[src/dopt_pkg.sv]
// Package for the digital output pulse timer.
// Holds phase, mode and register index codes and the shared field types.
// No dependencies.
package dopt_pkg;

   typedef logic [1:0]  phase_type;
   typedef logic [1:0]  mode_type;
   typedef logic [31:0] time_type;
   typedef logic [15:0] repeat_type;

   localparam phase_type PHASE_IDLE   = 2'd0;
   localparam phase_type PHASE_DELAY  = 2'd1;
   localparam phase_type PHASE_ACTIVE = 2'd2;
   localparam phase_type PHASE_DONE   = 2'd3;

   localparam mode_type MODE_DELAYED   = 2'd0;
   localparam mode_type MODE_IMMEDIATE = 2'd1;
   localparam mode_type MODE_GATED     = 2'd2;

   localparam int CSR_ADDR_WIDTH = 5;
   localparam int CSR_DATA_WIDTH = 32;

   typedef logic [2:0] reg_index_type;

   localparam reg_index_type REG_MODE            = 3'd0;
   localparam reg_index_type REG_INVERT          = 3'd1;
   localparam reg_index_type REG_DELAY_BEFORE_ON = 3'd2;
   localparam reg_index_type REG_ACTIVE_DURATION = 3'd3;
   localparam reg_index_type REG_REPEAT_LIMIT    = 3'd4;

endpackage

[src/dopt_channels.sv]
// Handshake channels of the digital output pulse timer.
// Depends on dopt_pkg for the field types.
interface dopt_req_if;
   logic              valid;
   logic              ready;
   logic              turn_on;
   logic              turn_off;
   dopt_pkg::time_type now_ms;

   modport source (output valid, output turn_on, output turn_off, output now_ms,
                   input ready);
   modport sink   (input valid, input turn_on, input turn_off, input now_ms,
                   output ready);
endinterface

interface dopt_rsp_if;
   logic               valid;
   logic               ready;
   logic               turn_on_seen;
   logic               turn_off_seen;
   logic               reset_override;
   logic               effective_output;
   logic               rising_edge;
   dopt_pkg::time_type  pulse_count;
   dopt_pkg::phase_type phase;

   modport source (output valid, output turn_on_seen, output turn_off_seen,
                   output reset_override, output effective_output, output rising_edge,
                   output pulse_count, output phase, input ready);
   modport sink   (input valid, input turn_on_seen, input turn_off_seen,
                   input reset_override, input effective_output, input rising_edge,
                   input pulse_count, input phase, output ready);
endinterface

[src/digital_output_pulse_timer_unit.sv]
// Top level of the digital output pulse timer: mission state machine, pulse
// counter, result register and APB-style register port.
// Depends on dopt_pkg and the channel interfaces in dopt_channels.sv.
//
//   Channel   Direction  Carries
//   req_bus   in         turn_on, turn_off, now_ms (one scan tick per transfer)
//   rsp_bus   out        echoes, effective_output, rising_edge, pulse_count, phase
//   csr_*     in/out     mode, invert, delay_before_on, active_duration, repeat_limit
//
// One transfer per cycle unless stalled; each result appears in the next cycle.
// The state update is two 32-bit subtract-and-compare paths and a few muxes.
// A request is taken whenever the result register is empty or being drained.
// Reset clears the state, the registers and the result valid.
module digital_output_pulse_timer_unit (
   input  logic                                clock,
   input  logic                                reset,
   dopt_req_if.sink                            req_bus,
   dopt_rsp_if.source                          rsp_bus,
   input  logic                                csr_psel,
   input  logic                                csr_penable,
   input  logic                                csr_pwrite,
   input  logic [dopt_pkg::CSR_ADDR_WIDTH-1:0] csr_paddr,
   input  logic [dopt_pkg::CSR_DATA_WIDTH-1:0] csr_pwdata,
   output logic [dopt_pkg::CSR_DATA_WIDTH-1:0] csr_prdata,
   output logic                                csr_pready
);
   import dopt_pkg::*;

   mode_type      mode_ff;
   logic          invert_ff;
   time_type      delay_ff;
   time_type      duration_ff;
   repeat_type    limit_ff;
   reg_index_type csr_index;
   logic          csr_write;

   phase_type  phase_ff, phase_in;
   time_type   on_start_ff, on_start_in;
   time_type   off_start_ff, off_start_in;
   repeat_type cycles_ff, cycles_in;
   time_type   count_ff, count_in;
   logic       level_ff, level_in;
   logic       edge_in;
   logic       mission;
   logic       eff;
   logic       accept;
   logic       rsp_valid_ff;

   assign csr_pready = 1'b1;
   assign csr_index  = csr_paddr[CSR_ADDR_WIDTH-1:2];
   assign csr_write  = csr_psel && csr_penable && csr_pwrite;

   always_ff @(posedge clock) begin
      if (reset) begin
         mode_ff     <= MODE_DELAYED;
         invert_ff   <= 1'b0;
         delay_ff    <= '0;
         duration_ff <= '0;
         limit_ff    <= '0;
      end else if (csr_write) begin
         case (csr_index)
            REG_MODE:            mode_ff     <= csr_pwdata[1:0];
            REG_INVERT:          invert_ff   <= csr_pwdata[0];
            REG_DELAY_BEFORE_ON: delay_ff    <= csr_pwdata;
            REG_ACTIVE_DURATION: duration_ff <= csr_pwdata;
            REG_REPEAT_LIMIT:    limit_ff    <= csr_pwdata[15:0];
            default: ;
         endcase
      end
   end

   always_comb begin
      case (csr_index)
         REG_MODE:            csr_prdata = {30'd0, mode_ff};
         REG_INVERT:          csr_prdata = {31'd0, invert_ff};
         REG_DELAY_BEFORE_ON: csr_prdata = delay_ff;
         REG_ACTIVE_DURATION: csr_prdata = duration_ff;
         REG_REPEAT_LIMIT:    csr_prdata = {16'd0, limit_ff};
         default:             csr_prdata = '0;
      endcase
   end

   always_comb begin
      phase_in     = phase_ff;
      on_start_in  = on_start_ff;
      off_start_in = off_start_ff;
      cycles_in    = cycles_ff;
      count_in     = count_ff;
      level_in     = level_ff;
      edge_in      = 1'b0;
      mission      = 1'b0;
      eff          = 1'b0;
      if (req_bus.turn_off) begin
         phase_in     = PHASE_IDLE;
         on_start_in  = '0;
         off_start_in = '0;
         cycles_in    = '0;
         count_in     = '0;
         level_in     = invert_ff;
      end else begin
         if (req_bus.turn_on && (phase_ff == PHASE_IDLE || phase_ff == PHASE_DONE)) begin
            cycles_in = '0;
            if (mode_ff == MODE_IMMEDIATE) begin
               phase_in     = PHASE_ACTIVE;
               off_start_in = req_bus.now_ms;
            end else begin
               phase_in    = PHASE_DELAY;
               on_start_in = req_bus.now_ms;
            end
         end
         if (mode_ff == MODE_GATED && !req_bus.turn_on &&
             (phase_in == PHASE_DELAY || phase_in == PHASE_ACTIVE)) begin
            phase_in     = PHASE_IDLE;
            on_start_in  = '0;
            off_start_in = '0;
            cycles_in    = '0;
            level_in     = invert_ff;
         end else begin
            case (phase_in)
               PHASE_DELAY: begin
                  if (time_type'(req_bus.now_ms - on_start_in) >= delay_ff) begin
                     phase_in     = PHASE_ACTIVE;
                     off_start_in = req_bus.now_ms;
                     mission      = 1'b1;
                  end
               end
               PHASE_ACTIVE: begin
                  mission = 1'b1;
                  if (duration_ff != '0 &&
                      time_type'(req_bus.now_ms - off_start_in) >= duration_ff) begin
                     if (cycles_in != '1) begin
                        cycles_in = cycles_in + 16'd1;
                     end
                     mission = 1'b0;
                     if (limit_ff != '0 && cycles_in >= limit_ff) begin
                        phase_in = PHASE_DONE;
                     end else begin
                        phase_in    = PHASE_DELAY;
                        on_start_in = req_bus.now_ms;
                     end
                  end
               end
               default: ;
            endcase
            eff = mission ^ invert_ff;
            if (!level_ff && eff) begin
               count_in = count_ff + 32'd1;
               edge_in  = 1'b1;
            end
            level_in = eff;
         end
      end
   end

   assign req_bus.ready = !rsp_valid_ff || rsp_bus.ready;
   assign accept        = req_bus.valid && req_bus.ready;

   always_ff @(posedge clock) begin
      if (reset) begin
         phase_ff     <= PHASE_IDLE;
         on_start_ff  <= '0;
         off_start_ff <= '0;
         cycles_ff    <= '0;
         count_ff     <= '0;
         level_ff     <= 1'b0;
         rsp_valid_ff <= 1'b0;
      end else begin
         if (accept) begin
            phase_ff     <= phase_in;
            on_start_ff  <= on_start_in;
            off_start_ff <= off_start_in;
            cycles_ff    <= cycles_in;
            count_ff     <= count_in;
            level_ff     <= level_in;
            rsp_valid_ff <= 1'b1;
         end else if (rsp_bus.ready) begin
            rsp_valid_ff <= 1'b0;
         end
      end
   end

   always_ff @(posedge clock) begin
      if (accept) begin
         rsp_bus.turn_on_seen     <= req_bus.turn_on;
         rsp_bus.turn_off_seen    <= req_bus.turn_off;
         rsp_bus.reset_override   <= req_bus.turn_on && req_bus.turn_off;
         rsp_bus.effective_output <= level_in;
         rsp_bus.rising_edge      <= edge_in;
         rsp_bus.pulse_count      <= count_in;
         rsp_bus.phase            <= phase_in;
      end
   end

   assign rsp_bus.valid = rsp_valid_ff;

endmodule

[src/flat_wrapper.sv]
// flat-port wrapper written by rule: the top's interface ports become plain ports
module digital_output_pulse_timer_unit_flat import dopt_pkg::*;
  (clock, reset, csr_psel, csr_penable, csr_pwrite, csr_paddr, csr_pwdata, csr_prdata, csr_pready, req_bus_valid, req_bus_turn_on, req_bus_turn_off, req_bus_now_ms, req_bus_ready, rsp_bus_valid, rsp_bus_turn_on_seen, rsp_bus_turn_off_seen, rsp_bus_reset_override, rsp_bus_effective_output, rsp_bus_rising_edge, rsp_bus_pulse_count, rsp_bus_phase, rsp_bus_ready);
  dopt_req_if req_bus_i ();
  dopt_rsp_if rsp_bus_i ();
  input  logic clock;
  input  logic reset;
  input  logic csr_psel;
  input  logic csr_penable;
  input  logic csr_pwrite;
  input  logic [dopt_pkg::CSR_ADDR_WIDTH-1:0] csr_paddr;
  input  logic [dopt_pkg::CSR_DATA_WIDTH-1:0] csr_pwdata;
  output logic [dopt_pkg::CSR_DATA_WIDTH-1:0] csr_prdata;
  output logic csr_pready;
  input wire logic [$bits(req_bus_i.valid)-1:0] req_bus_valid;
  input wire logic [$bits(req_bus_i.turn_on)-1:0] req_bus_turn_on;
  input wire logic [$bits(req_bus_i.turn_off)-1:0] req_bus_turn_off;
  input wire logic [$bits(req_bus_i.now_ms)-1:0] req_bus_now_ms;
  output wire logic [$bits(req_bus_i.ready)-1:0] req_bus_ready;
  output wire logic [$bits(rsp_bus_i.valid)-1:0] rsp_bus_valid;
  output wire logic [$bits(rsp_bus_i.turn_on_seen)-1:0] rsp_bus_turn_on_seen;
  output wire logic [$bits(rsp_bus_i.turn_off_seen)-1:0] rsp_bus_turn_off_seen;
  output wire logic [$bits(rsp_bus_i.reset_override)-1:0] rsp_bus_reset_override;
  output wire logic [$bits(rsp_bus_i.effective_output)-1:0] rsp_bus_effective_output;
  output wire logic [$bits(rsp_bus_i.rising_edge)-1:0] rsp_bus_rising_edge;
  output wire logic [$bits(rsp_bus_i.pulse_count)-1:0] rsp_bus_pulse_count;
  output wire logic [$bits(rsp_bus_i.phase)-1:0] rsp_bus_phase;
  input wire logic [$bits(rsp_bus_i.ready)-1:0] rsp_bus_ready;
  assign req_bus_i.valid = req_bus_valid;
  assign req_bus_i.turn_on = req_bus_turn_on;
  assign req_bus_i.turn_off = req_bus_turn_off;
  assign req_bus_i.now_ms = req_bus_now_ms;
  assign req_bus_ready = req_bus_i.ready;
  assign rsp_bus_valid = rsp_bus_i.valid;
  assign rsp_bus_turn_on_seen = rsp_bus_i.turn_on_seen;
  assign rsp_bus_turn_off_seen = rsp_bus_i.turn_off_seen;
  assign rsp_bus_reset_override = rsp_bus_i.reset_override;
  assign rsp_bus_effective_output = rsp_bus_i.effective_output;
  assign rsp_bus_rising_edge = rsp_bus_i.rising_edge;
  assign rsp_bus_pulse_count = rsp_bus_i.pulse_count;
  assign rsp_bus_phase = rsp_bus_i.phase;
  assign rsp_bus_i.ready = rsp_bus_ready;
  digital_output_pulse_timer_unit u_core (.clock(clock), .reset(reset), .req_bus(req_bus_i), .rsp_bus(rsp_bus_i), .csr_psel(csr_psel), .csr_penable(csr_penable), .csr_pwrite(csr_pwrite), .csr_paddr(csr_paddr), .csr_pwdata(csr_pwdata), .csr_prdata(csr_prdata), .csr_pready(csr_pready));
endmodule
[config.mk]
export PLATFORM = sky130hd
export DESIGN_NAME = digital_output_pulse_timer_unit_flat
export DESIGN_NICKNAME = d
export VERILOG_FILES = /design/src/dopt_pkg.sv /design/src/dopt_channels.sv /design/src/digital_output_pulse_timer_unit.sv /design/src/flat_wrapper.sv
export SDC_FILE = /design/constraint.sdc
export NUM_CORES = 1
export LEC_CHECK = 0
export ABC_AREA = 1
export ABC_CLOCK_PERIOD_IN_PS = 5900
export BUFFER_PORTS_ARGS = -buffer_cell sky130_fd_sc_hd__buf_2
export CAP_MARGIN = 20
export CORE_AREA = 2 2 244 246
export DETAILED_ROUTE_END_ITERATION = 12
export DIE_AREA = 0 0 246 248
export MAX_ROUTING_LAYER = met4
export PLACE_DENSITY_LB_ADDON = 0.05
export SLEW_MARGIN = 20
export SYNTH_ARGS = -nofsm -noshare
export SYNTH_HDL_FRONTEND = slang
export SYNTH_SLANG_ARGS = --single-unit
[constraint.sdc]
create_clock -name clock -period 5.9 [get_ports clock]
set_clock_uncertainty 0.05 [all_clocks]
set_input_delay 1.18 -clock clock [delete_from_list [all_inputs] [get_ports clock]]
set_output_delay 1.18 -clock clock [all_outputs]
set_load 0.01 [all_outputs]
Word-level counts from Yosys, hierarchy flattened
Cells that the tools add are included.
{"block": "op_classes", "addsub": 4, "n_mul": 0, "n_div": 0, "order_cmp": 3, "eq_ne": 10, "shifts": 0, "muxes": 49, "bitwise": 1, "reduce_logical": 27}
{"op": "two-way mux 32 bit", "count": 18}
{"op": "two-way mux 16 bit", "count": 11}
{"op": "one-hot mux 32 bit (5 select lines)", "count": 1}
{"op": ">= comparator 32 bit", "count": 2}
{"op": "subtractor 32 bit", "count": 2}
{"op": "adder 32 x 1 -> 32 bit (second input constant)", "count": 1}
{"op": "nonzero test 32 bit", "count": 1}
{"op": "adder 16 x 1 -> 16 bit (second input constant)", "count": 1}
{"op": ">= comparator 16 bit", "count": 1}
{"op": "two-way mux 2 bit", "count": 8}
{"op": "inequality test 16 bit (second input constant)", "count": 1}
{"op": "nonzero test 16 bit", "count": 1}
{"op": "logical AND 1 bit", "count": 10}
{"op": "AND reduction 2 bit", "count": 5}
{"op": "two-way mux 1 bit", "count": 9}
{"op": "equality test 2 bit (second input constant)", "count": 3}
{"op": "equality test 3 x 2 -> 1 bit (second input constant)", "count": 2}
{"op": "equality test 2 x 1 -> 1 bit (second input constant)", "count": 2}
{"op": "one-hot mux 2 bit (2 select lines)", "count": 1}
{"op": "equality test 3 x 1 -> 1 bit (second input constant)", "count": 1}
{"op": "equality test 3 bit (second input constant)", "count": 1}
{"op": "zero test 1 bit", "count": 3}
{"op": "zero test 3 bit", "count": 1}
{"op": "logical OR 1 bit", "count": 3}
{"op": "other kinds (5)", "count": 5}
{"block": "totals", "regBits": 238, "latchBits": 0, "mem_bits_rw": 0, "rom_bits": 0, "output_inout_bits": 74, "mem_count": 0}

Longest topological paths before layout
Gate-level depths: netlist of the first run.
{"block": "logic_depth", "word_depth": 19, "depth_mapped": 39, "depth_no_buf": 38}

Worst setup path after synthesis of the first run
Ideal clock, no wire load.
{"block": "synth_path", "path_kind": "input -> register", "start": "input port req_bus_turn_on", "end": "register u_core.rsp_bus.pulse_count[4], data pin", "setup_time_ns": 0.252, "arrival_ns": 5.625, "t_required_ns": 5.598, "path_slack_ns": -0.027, "path_stages": 34, "path_buffers": 2, "path_cell_list": "nand3_4 > inv_1 > nand2_1 > clkbuf_1 > o21ai_0 > ha_1 > fa_1 > o21ai_2 > nand2_1 > o211ai_1 > a21boi_1 > o21bai_2 > nand3_1 > o21ai_2 > a21boi_1 > o21ai_0 > xor2_1 > ha_1 > nand2_1 > nor2_1 > nand2_1 > nor4_2 > nand3_1 > nand3_1 > nand2_2 > nand2_4 > nand2_4 > nand2_8 > nand2_4 > inv_4 > buf_2 > nand4_1 > nand3_1 > inv_1"}
{"block": "synth_via", "elab_chain_cells": 15, "word_cells_on_any_way": 28, "classes_between": "add/sub: 2; order compare: 2; eq/ne: 2; mux: 14; bitwise: 1; reduce/logical: 7"}
{"item": "start: declaration", "line_no": "flat_wrapper.sv:16", "rtl": "input wire logic [$bits(req_bus_i.turn_on)-1:0] req_bus_turn_on;"}
{"item": "logical AND 1 bit", "line_no": "digital_output_pulse_timer_unit.sv:101", "rtl": "if (req_bus.turn_on && (phase_ff == PHASE_IDLE || phase_ff == PHASE_DONE)) begin"}
{"item": "two-way mux 32 bit", "line_no": "digital_output_pulse_timer_unit.sv:101"}
{"item": "two-way mux 32 bit", "line_no": "digital_output_pulse_timer_unit.sv:93", "rtl": "if (req_bus.turn_off) begin"}
{"item": "subtractor 32 bit", "line_no": "digital_output_pulse_timer_unit.sv:130", "rtl": "time_type'(req_bus.now_ms - off_start_in) >= duration_ff) begin"}
{"item": ">= comparator 32 bit", "line_no": "digital_output_pulse_timer_unit.sv:130"}
{"item": "logical AND 1 bit", "line_no": "digital_output_pulse_timer_unit.sv:129", "rtl": "if (duration_ff != '0 &&"}
{"item": "two-way mux 1 bit", "line_no": "digital_output_pulse_timer_unit.sv:129"}
{"item": "one-hot mux 1 bit (2 select lines)", "line_no": "digital_output_pulse_timer_unit.sv:119", "rtl": "case (phase_in)"}
{"item": "two-way mux 1 bit", "line_no": "digital_output_pulse_timer_unit.sv:111", "rtl": "if (mode_ff == MODE_GATED && !req_bus.turn_on &&"}
{"item": "two-way mux 1 bit", "line_no": "digital_output_pulse_timer_unit.sv:93"}
{"item": "XOR 1 bit", "line_no": "digital_output_pulse_timer_unit.sv:145", "rtl": "eff = mission ^ invert_ff;"}
{"item": "logical AND 1 bit", "line_no": "digital_output_pulse_timer_unit.sv:146", "rtl": "if (!level_ff && eff) begin"}
{"item": "two-way mux 32 bit", "line_no": "digital_output_pulse_timer_unit.sv:146"}
{"item": "two-way mux 32 bit *", "line_no": "digital_output_pulse_timer_unit.sv:111"}
{"item": "two-way mux 32 bit *", "line_no": "digital_output_pulse_timer_unit.sv:93"}
{"item": "named net u_core.count_in[4]", "line_no": "digital_output_pulse_timer_unit.sv:41", "rtl": "time_type count_ff, count_in;"}
{"item": "end signal: assignment", "line_no": "digital_output_pulse_timer_unit.sv:189", "rtl": "rsp_bus.pulse_count <= count_in;"}
{"item": "end: declaration", "line_no": "dopt_channels.sv:29", "rtl": "output pulse_count, output phase, input ready);"}
Mark *: on every way through the listed nets, which the timed path passes. The rest lies on a longest branch. The select of a mux whose other input is x is not followed.
A chain may end at the register's enable or synchronous reset.

Worst setup path in the final report of the first run
{"block": "layout_path", "start": "input port req_bus_turn_on", "end": "register u_core.rsp_bus.pulse_count[23], data pin"}
The elaborated chain is that of the path after synthesis.

==> summary.txt, run 1 <==
Power and ir drop
  • Fraction of power spent switching nets: 33.6%
  • Static Leak: about 9.7 nW
  • Pwr/cell area: 269 nW/um^2
  • Max VDD drop: 226 uV
  • Internal power: 4.02 mW
  • Sequential share of power: around 30%
  • Part of the power in the clock network: 35.6%
  • Sw Pwr: 2.04 mW
  • Combinational group share of total power: 35.1%

Route
  • Routed len/inst: roughly 17 um
  • Via count: 17,580
  • DRC violations left: 0
  • Initial DRT Pass Iterations: 5
  • Via/cell ratio: 4.84
  • DR iter-0 viols: between 800 and 900
  • Post-route ant nets: 0
  • DRT Wirelength: 61,400 um

Finish
  • Share of cells above drive strength 1: between 20% and 30%
  • Register area: ~5200 sq um
  • Non-Filler Instances: about 3,600
  • Post-route cell area: 22,500 sq um
  • Footprint of the multi-input gates: 10,500 sq um
  • Final core utilization: approximately 39%
  • Filler cells: about 6,200
  • NumNets Final: 3,053
  • Area growth, synth to finish: 33.9%

STA
  • Slew HR: 31.7%
  • Final setup violation count: 0
  • Tmin final: around 5.7 ns
  • Final Max Slew Viols: 0
  • Slew @ Worst Pin: between 1 and 1.5 ns
  • Final Cycle Share: around 96%
  • Peak Freq: between 150 and 200 MHz
  • Post-route setup TNS: 0 ns
  • Hold_ws: between 0.4 and 0.5 ns
  • Final Hold Vio Count: 0

Global routing
  • Total congestion overflow: 0
  • Initial antenna violation count: 5
  • GRT Util Overall: ~20%
  • Largest net degree at the start of global routing: just over 80
  • Vias in the first global route: 16,424
  • Global-route wire length before repair: between 90,000 and 100,000 um

Synthesis
  • Top FF cell, synth: dfxtp_1
  • Synth async-reset ratio: 0%
  • Mux cell area share after synthesis: 0%
  • Simple-Gate Fraction of Synth Area: approximately a fifth
  • Synth unique cells: 55
  • XOR/XNOR share of the synthesized area: roughly 4%
  • Post-Synth Adder-Cell Area: around 11%
  • Synthesized flop and latch total: between 200 and 250
  • Main area contributors after synthesis: dfxtp_1 24%, a21oi_1 11%, ha_1 11%
  • Synth warnings: 0
  • Top post-synthesis cells by count: 432 x nand2_1, 372 x a21oi_1, 291 x inv_1
  • Largest family of logic cells by synthesized area: compound AO/OA/AOI/OAI gates
  • Mapped Cells: between 2,000 and 2,500
  • Sequential share of the synthesized area: 30.6%
  • Post-synth top area share: a little under a quarter
  • EDFF count, synth: 39
  • Net count after synthesis: 2,647
  • Compound-cell area share of the yosys netlist: between 20% and 30%
  • Post-synth top area cell: dfxtp_1
  • Top-count cell post-synth: nand2_1
  • Mapped Area: 16,800 sq um
  • Mean Syn Cell Area: a little under 7 sq um

Placement
  • Placed cell count: about 3,500
  • GPL Wtd Cong: approximately 0.87
  • Placed Area: roughly 20,000 sq um
  • PortBufs: ~150
  • DPL Wire Length: roughly 47,000 um

Critical path
  • Type of element capturing the critical path: register
  • Slowest-stage cell, CP: ha_1
  • Crit path top cell by count: buf_12
  • Crit path launch type: input port
  • Slowest cell delay on critical path: 0.35 ns
  • Arrival @ worst endpoint: around 6 ns
  • Max FO, Critical Path: 13
  • Worst endpoint required time: about 6.2 ns
  • CP Class: input port to register

Min path
  • Worst min path class: register to register

Die
  • Die area: approximately 61,000 sq um
  • Core ar.: between 50,000 and 60,000 sq um
  • Die width: ~250 um
  • # IOs: 152
  • Rows: slightly below 90
  • Vert. Die Dim: approximately 250 um
  • Initial Utilization: 28.8%

Job
  • Max Cap Viol: 0

Clock network
  • Clk_lat worst skew: between 0.5 and 0.6 ns
  • Root Driver: clkbuf_16
  • Buffer levels on the longest clock path: 3
  • CTS Sinks: around 240
  • # hold bufs at CTS: 0
  • H-tree levels: 1
  • CTS tree: done
  • Reg clk slew, reported paths: ~0.06 ns
  • CTS buffer count: 30

Status
  • Status: finished clean
==> cell type report <==
cell class,count,share of cell area [%]
Inverter,314,5.31
Timing Repair inverter,1,0.0389
Timing Repair Buffer,482,15.6
Sequential cell,238,22.9
Antenna cell,5,0.0555
Clock inverter,21,1.52
Multi-Input combinational cell,1760,46.6
Clock buffer,35,3.64
Tap cell,773,4.29
==> logic make-up (layout without fill, tap and decap cells) <==
logic type      after synthesis  after routing
xor+xnor                     79             79
flops                       238            238
compound gates              770            770
buf+inv                     423            853
other cells                   1              6
simple gates                762            762
fa+ha+maj                   148            148
==> sequential cells by signal, summed over array words and instances (netlist names), 16 cells and up <==
register and flops:
u_core.count_ff 32, u_core.on_start_ff 32, u_core.delay_ff 32, u_core.off_start_ff 32, u_core.cycles_ff 16, u_core.duration_ff 32
u_core.rsp_bus.pulse_count 32, u_core.limit_ff 16
==> power by group through the flow <==
| stage | Combinational [mW] | Sequential [mW] | Clock [mW] |
|---|---|---|---|
| floorplan | 1.12 | 1.81 | 0 |
| global placement | 1.96 | 1.81 | 0 |
| detailed placement | 1.98 | 1.81 | 0 |
| CTS | 2.02 | 1.78 | 2.22 |
| global route | 2.39 | 1.79 | 2.29 |
| finish | 2.13 | 1.78 | 2.16 |
==> critical path, delay by kind of cell <==
family,cells,cell delay [ns]
adder cells (fa/ha/maj),2,0.54
buffers and inverters,11,1.33
AND/OR/NAND/NOR,21,2.18
AO/OA/AOI/OAI,5,0.52
XOR/XNOR,1,0.22
==> routing by layer <==
layer  routed length (um)  global-route usage [%]  part of all wire (%)
met1                28200                    24.9                    46
met2                29500                    33.9                    48
met3                 2240                    2.41                   3.7
met4                 1450                    5.35                   2.4
met5                    0                       -                     0
==> cell usage in the layout, fill, tap and decap left out, types with 24 or more instances in the layout <==
| cell | netlist | final |
|---|---|---|
| o21ai_1 | 7 | 29 |
| clkbuf_16 | 0 | 35 |
| a21oi_1 | 372 | 357 |
| o211ai_1 | 32 | 32 |
| inv_2 | 19 | 24 |
| dfxtp_1 | 199 | 199 |
| nor2_1 | 96 | 92 |
| edfxtp_1 | 39 | 39 |
| nor3_1 | 26 | 25 |
| ha_1 | 146 | 141 |
| nand3_1 | 103 | 86 |
| xor2_1 | 58 | 58 |
| nand4_1 | 54 | 54 |
| buf_2 | 5 | 146 |
| o21ai_0 | 288 | 251 |
| nand2_1 | 432 | 414 |
| buf_4 | 1 | 312 |
| inv_1 | 291 | 283 |
==> repair_timing <==
| item | 4_1_cts | 5_1_grt |
|---|---|---|
| endpoints found under the hold margin | 0 | 0 |
| cloned | 0 | 8 |
| pin swaps | 6 | 63 |
| endpoints found under the setup margin | 128 | 151 |
| resized for setup | 22 | 133 |
| setup buffers | 2 | 25 |
==> path summary, 6_finish.rpt <==
kind,from,end,slack (ns),cells after the start
worst min register to register,u_core.off_start_ff[26],u_core.off_start_ff[26],0.41,2
worst max-delay path,req_bus_turn_on,u_core.rsp_bus.pulse_count[23],0.22,40
worst max register to register,u_core.phase_ff[1],u_core.rsp_bus.pulse_count[23],0.35,40
worst min-delay path,u_core.off_start_ff[26],u_core.off_start_ff[26],0.41,2
==> per-stage QoR <==
| step | power, mW | setup slack (ns) |
|---|---|---|
| 2_1_floorplan | 2.93 | 0.0488 |
| 5_1_grt | 6.46 | -0.0568 |
| 6_report | 6.06 | 0.224 |
| 3_3_place_gp | 3.77 | -0.906 |
| 3_5_place_dp | 3.80 | -0.936 |
| 4_1_cts | 6.01 | 0.00736 |
Note: power is estimated with default switching activity, not from simulation.
==> run 2: changes to the inputs <==
--- a/config.mk
+++ b/config.mk
@@ -6,7 +6,7 @@
 export NUM_CORES = 1
 export LEC_CHECK = 0
 export ABC_AREA = 1
-export ABC_CLOCK_PERIOD_IN_PS = 5900
+export ABC_CLOCK_PERIOD_IN_PS = 6250
 export BUFFER_PORTS_ARGS = -buffer_cell sky130_fd_sc_hd__buf_2
 export CAP_MARGIN = 20
 export CORE_AREA = 2 2 244 246
==> constraint.sdc (replaced) <==
create_clock -name clock -period 6.25 [get_ports clock]
set_clock_uncertainty 0.05 [all_clocks]
set_input_delay 1.25 -clock clock [delete_from_list [all_inputs] [get_ports clock]]
set_output_delay 1.25 -clock clock [all_outputs]
set_load 0.01 [all_outputs]
==> run 2 against run 1 <==
Sequential power down 6%. Flip-flop and latch count unchanged. Register-to-register slack better by 0.32 ns.
==> summary.txt, run 2 (synthesis gave the netlist of run 1 again) <==
Critical path
  • CP Class: input port to register
  • Arrival @ worst endpoint: 6.17 ns (+0.20 ns)
  • Slowest cell delay on critical path: 0.37 ns (+0.02 ns)
  • R2R depth: 39 (-2.5%)
  • Worst endpoint required time: 6.56 ns (+0.37 ns)
  • RR Startpoint: u_core.phase_ff[0]
  • Max FO, Critical Path: 27 (+14)
  • Crit path launch type: input port
  • R2R Path End: u_core.rsp_bus.pulse_count[10]
  • Slowest-stage cell, CP: ha_1
  • Type of element capturing the critical path: register
  • R2r setup slk: 0.67 ns (+0.32 ns)

Placement
  • GPL Wtd Cong: 0.860 (-1.1%)
  • DP Worst Slack: -0.543 ns (+0.393 ns)
  • Placed Area: 20,200 sq um (-1.4%)
  • DPL Wire Length: 45,800 um (-1.7%)
  • PortBufs: 148 (unchanged)

STA
  • Final Worst Setup Slack: 0.395 ns (+0.171 ns)
  • Final Max Slew Viols: 0 (unchanged)
  • Final Cycle Share: about 94%
  • Slew HR: 30.2% (-1.5 points)
  • Final Hold Vio Count: 0 (unchanged)
  • Final setup violation count: 0 (unchanged)
  • Hold_ws: 0.409 ns (-0.00233 ns)
  • Post-route setup TNS: 0 ns (unchanged)
  • Peak Freq: 171 MHz
  • Slew @ Worst Pin: 1.05 ns (+0.0228 ns)
  • Tmin final: roughly 6 ns

Power and ir drop
  • Max VDD drop: 226 uV (-0.27%)
  • Design Power: 5.49 mW (-9.4%)
  • Pwr/cell area: 255 nW/um^2 (-5.0%)
  • Static Leak: 9.25 nW (-4.6%)

Route
  • Via/cell ratio: 4.85 (about the same)
  • Via count: 17,254 (-1.9%)
  • DRT Wirelength: 60,500 um (-1.5%)
  • Initial DRT Pass Iterations: 5 (unchanged)
  • Routed len/inst: 17.0 um (+0.40%)
  • DR iter-0 viols: 986 (+11%)
  • Post-route ant nets: 0 (unchanged)
  • DRC violations left: 0 (unchanged)

Global routing
  • Largest net degree at the start of global routing: 99 (+21%)
  • Total congestion overflow: 0 (unchanged)
  • Global-route wire length before repair: 92,600 um (about the same)
  • Initial antenna violation count: 8 (+3)
  • GRT Util Overall: 19.9% (+0.032 points)
  • Vias in the first global route: 16,310 (-0.69%)

Clock network
  • Reg clk slew, reported paths: 0.06 ns (about the same)
  • # hold bufs at CTS: 0 (unchanged)
  • Root Driver: clkbuf_16
  • CTS tree: done
  • Clk_lat worst skew: 0.61 ns (+0.02 ns)
  • CTS buffer count: 31 (+3.3%)
  • Buffer levels on the longest clock path: 3 (unchanged)
  • H-tree levels: 1 (unchanged)
  • CTS Sinks: 238 (unchanged)

Die
  • # IOs: 152 (unchanged)
  • Rows: 89 (unchanged)
  • Core ar.: 58,500 sq um (unchanged)
  • Vert. Die Dim: 248 um (unchanged)
  • Die area: 61,000 sq um (unchanged)
  • Die width: 246 um (unchanged)
  • Initial Utilization: 28.8% (unchanged)

Min path
  • HP Start: u_core.on_start_ff[27]
  • Worst min path class: register to register
  • Worst Hold Path EP: u_core.on_start_ff[27]
  • Worst Hold Depth: 2 (unchanged)

Finish
  • NumNets Final: 2,984 (-2.3%)
  • Share of cells above drive strength 1: 19.6% (-4.5 points)
  • Area growth, synth to finish: 27.8%
  • Post-route cell area: 21,500 sq um (-4.6%)
  • Commonest non-fill, non-tap cell in the layout: nand2_1
  • Commonest non-fill, non-tap cells in the layout: 427 x nand2_1, 370 x a21oi_1, 287 x inv_1, 276 x o21ai_0, 251 x buf_4

Job
  • Max Cap Viol: 0 (unchanged)

Status
  • Status: finished clean
run 2: cell types whose count changed in the layout (fill, tap and decap cells not counted), sizes merged, moves of 2 or more:
cell      previous run  this run
buf                477       411
clkinvlp             6         2
bufinv               8         6
clkbuf              40        38
diode                5         7
run 2: what timing repair did:
item	4_1_cts	5_1_grt
endpoints found under the setup margin	0	141
buffers inserted	0	5
resized for setup	0	46
hold endpoints to repair	0	0
run 2: critical path, delay by kind of cell:
family | cells | cell delay, ns
simple gates | 20 | 2.22
compound gates | 5 | 0.58
xor+xnor | 1 | 0.16
fa+ha+maj | 2 | 0.65
buf+inv | 10 | 1.29
run 2: worst max-delay path by stage:
| stage | from | end | slack (ns) | depth (start not counted) |
|---|---|---|---|---|
| 2_1_floorplan | req_bus_turn_on | u_core.rsp_bus.pulse_count[4] | 0.25 | 34 |
| 3_3_place_gp | req_bus_turn_on | u_core.rsp_bus.pulse_count[29] | -0.53 | 37 |
| 3_5_place_dp | req_bus_turn_on | u_core.off_start_ff[25] | -0.54 | 30 |
| 4_1_cts | req_bus_turn_on | u_core.off_start_ff[25] | 0.09 | 30 |
| 5_1_grt | req_bus_turn_on | u_core.on_start_ff[30] | -0.04 | 35 |
| 6_report | req_bus_turn_on | u_core.rsp_bus.pulse_count[10] | 0.39 | 38 |
run 2: layer usage:
metal  global-route usage (%)  routed length [um]  vias up
li1                         -                   -     8949
met1                     25.0               27400     7930
met2                     33.6               28900      313
met3                     2.93                2900       62
met4                     4.87                1300        0
met5                        -                   0        -
run 2: layout make-up:
type | instances | area, sq um
clock inverter | 18 | 264
multi-input combinational | 1760 | 10200
timing repair buffer | 413 | 2910
antenna | 7 | 17.5
clock buffer | 36 | 815
fill | 6333 | 37000
sequential | 238 | 5150
inverter | 314 | 1180
tap | 773 | 967
run 2: through the flow:
stage | util, % | cells
floorplan | - | 2421
global placement | 34.5 | 3490
detailed placement | 34.5 | 3491
CTS | 36.4 | 3545
global route | 36.8 | 3558
finish | 36.8 | 3559
run 2: report_power, final:
part           switching [mW]  total [mW]  internal [mW]
sequential             0.0404        1.67           1.63
combinational            1.07        1.89          0.819
clock                   0.752        1.93           1.18
total                    1.87        5.49           3.63
==> run 3: changes to the inputs <==
--- a/config.mk
+++ b/config.mk
@@ -9,11 +9,12 @@
 export ABC_CLOCK_PERIOD_IN_PS = 6250
 export BUFFER_PORTS_ARGS = -buffer_cell sky130_fd_sc_hd__buf_2
 export CAP_MARGIN = 20
-export CORE_AREA = 2 2 244 246
+export CORE_AREA = 2 2 233 258
 export DETAILED_ROUTE_END_ITERATION = 12
-export DIE_AREA = 0 0 246 248
+export DIE_AREA = 0 0 235 260
 export MAX_ROUTING_LAYER = met4
 export PLACE_DENSITY_LB_ADDON = 0.05
+export RECOVER_POWER = 25
 export SLEW_MARGIN = 20
 export SYNTH_ARGS = -nofsm -noshare
 export SYNTH_HDL_FRONTEND = slang
==> run 3 against run 2 <==
The flow now finishes with violations (max-capacitance violations, max-slew violations). Core utilization rose by 0.098 points. Flip-flop and latch count did not move. Critical endpoint is now u_core.rsp_bus.pulse_count[13]. Hold slack improved by 0.0019 ns. Critical path depth did not move. Global-route usage rose by 0.19 points. Die area rose by 0.15%. Clock power fell by 8%. Final cell count barely moved. Register-to-register slack improved by 0.05 ns. Largest cell class unchanged. Largest power group is now combinational logic. Worst setup slack improved by 0.0038 ns.
==> summary.txt, run 3 (synthesis gave the netlist of run 1 again) <==
Placement
  • DP Worst Slack: -0.510 ns (+0.0328 ns)
  • PortBufs: 148 (unchanged)
  • Placed cell count: 3,485 (-0.17%)
  • DPL Wire Length: 47,700 um (+4.1%)
  • GPL Wtd Cong: 0.843 (-2.1%)

Status
  • Violated checks: max-capacitance violations, max-slew violations
  • Status: complete, but fails checks

Critical path
  • CP Class: input port to register
  • Crit path launch type: input port
  • CP bufs+invs: 9 (-1)
  • Slowest-stage cell, CP: fa_2
  • Top delay family on crit path: simple AND/OR/NAND/NOR gates
  • Max FO, Critical Path: 12 (-56%)
  • Arrival @ worst endpoint: 6.13 ns (-0.04 ns)
  • Slowest cell delay on critical path: 0.35 ns (-0.02 ns)
  • Worst endpoint required time: 6.53 ns (-0.03 ns)
  • Type of element capturing the critical path: register

Finish
  • Footprint of the multi-input gates: 10,300 sq um (+0.77%)
  • NumNets Final: 2,995 (+0.37%)
  • Commonest non-fill, non-tap cell in the layout: nand2_1
  • Non-Filler Instances: 3,556 (-0.084%)
  • Area growth, synth to finish: 27.8% (about the same)
  • Filler cells: 6,283 (-0.79%)
  • Commonest non-fill, non-tap cells in the layout: 428 x nand2_1, 366 x a21oi_1, 289 x inv_1, 263 x o21ai_0, 256 x buf_4
  • Register area: 5150 sq um (unchanged)
  • Share of cells above drive strength 1: 18.8% (-0.81 points)

Global routing
  • Total congestion overflow: 0 (unchanged)
  • Global-route wire length before repair: 94,600 um (+2.1%)
  • Largest net degree at the start of global routing: 101 (+2.0%)
  • GRT Util Overall: 20.1% (+0.19 points)
  • Vias in the first global route: 16,865 (+3.4%)
  • Initial antenna violation count: 4 (-4)

Power and ir drop
  • Design Power: 5.36 mW (-2.4%)
  • Static Leak: 9.12 nW (-1.4%)
  • Pwr/cell area: 249 nW/um^2 (-2.4%)
  • Max VDD drop: 198 uV (-12%)

STA
  • Slew HR: -46.8% (-77 points)
  • Tmin final: 5.85 ns (-0.00382 ns)
  • Final Max Slew Viols: 193 (+193)
  • Final Hold Vio Count: 0 (unchanged)
  • Final Cycle Share: 93.6% (about the same)
  • Final setup violation count: 0 (unchanged)
  • Final Worst Setup Slack: 0.398 ns (+0.00382 ns)
  • Peak Freq: 171 MHz (about the same)
  • Slew @ Worst Pin: 2.20 ns (+1.16 ns)

Die
  • Initial Utilization: 28.9% (+0.082 points)
  • Core ar.: 58,300 sq um (-0.28%)
  • Die area: 61,100 sq um (+0.15%)
  • Die width: 235 um (-4.5%)
  • Vert. Die Dim: 260 um (+4.8%)
  • # IOs: 152 (unchanged)
  • Rows: 93 (+4.5%)

Route
  • Initial DRT Pass Iterations: 5 (unchanged)
  • Via/cell ratio: 4.90 (+1.0%)
  • DRT Wirelength: 61,900 um (+2.4%)
  • DR iter-0 viols: 791 (-20%)
  • Via count: 17,420 (+0.96%)
  • DRC violations left: 0 (unchanged)
  • Routed len/inst: 17.4 um (+2.4%)
  • Post-route ant nets: 0 (unchanged)

Clock network
  • Root Driver: clkbuf_16
  • CTS Sinks: 238 (unchanged)
  • Reg clk slew, reported paths: 0.06 ns (about the same)
  • # hold bufs at CTS: 0 (unchanged)
  • Buffer levels on the longest clock path: 3 (unchanged)
  • CTS tree: done
  • H-tree levels: 1 (unchanged)
  • CTS buffer count: 30 (-3.2%)
  • Clk_lat worst skew: 0.58 ns (-0.03 ns)

Job
  • Max Cap Viol: 3 (+3)

Min path
  • Worst min path class: register to register
## run 3: worst reg2reg max path, delay by kind of cell (launching register included)
kind	cells	cell delay (ns)
AND/OR/NAND/NOR	19	1.77
XOR/XNOR	1	0.13
flip-flops	1	0.35
buffers and inverters	9	1.08
adder cells (fa/ha/maj)	3	0.87
AO/OA/AOI/OAI	7	1.03
## run 3: path summary, 6_finish.rpt
check	endpoint	cells past startpoint	slack, ns	startpoint
worst max-delay path	u_core.rsp_bus.pulse_count[13]	38	0.40	req_bus_turn_on
worst max register to register	u_core.rsp_bus.pulse_count[13]	39	0.72	u_core.phase_ff[1]
worst min-delay path	u_core.off_start_ff[31]	2	0.41	u_core.off_start_ff[31]
worst min register to register	u_core.off_start_ff[31]	2	0.41	u_core.off_start_ff[31]
## run 3: metal layers
metal / GRT usage, % / wire length [um]
met2: 38.9 / 33700
met4: 6.84 / 2050
met5: - / 0
met3: 1.79 / 1870
met1: 21.4 / 24300
## run 3: layout make-up
class,instances,share of cell area (%)
Sequential cell,238,24.0
Antenna cell,4,0.0465
Multi-Input combinational cell,1760,47.8
Timing Repair Buffer,425,13.6
Inverter,314,5.54
Tap cell,760,4.42
Clock inverter,12,0.652
Clock buffer,43,3.96
## run 3: per-stage QoR
step | util, % | hold slack [ns] | TNS, ns | instance area (sq um)
after floorplan | - | 0.392 | 0 | 16800
after global placement | 34.6 | 0.399 | -44.33 | 20200
after detailed placement | 34.7 | 0.403 | -46.17 | 20200
after CTS | 36.4 | 0.412 | 0 | 21200
after global routing | 36.9 | 0.428 | -0.113 | 21500
final | 36.9 | 0.411 | 0 | 21500
## run 3: what timing repair did
item | 4_1_cts | 5_1_grt
endpoints found under the setup margin | 0 | 135
setup buffers | 0 | 10
gates resized for setup | 0 | 81
## run 3: where the power goes
group | leakage (nW) | switching, mW | internal [mW]
clock network | 0.488 | 0.720 | 1.06
registers | 2.01 | 0.0427 | 1.63
logic | 6.63 | 1.09 | 0.815
total | 9.12 | 1.85 | 3.51
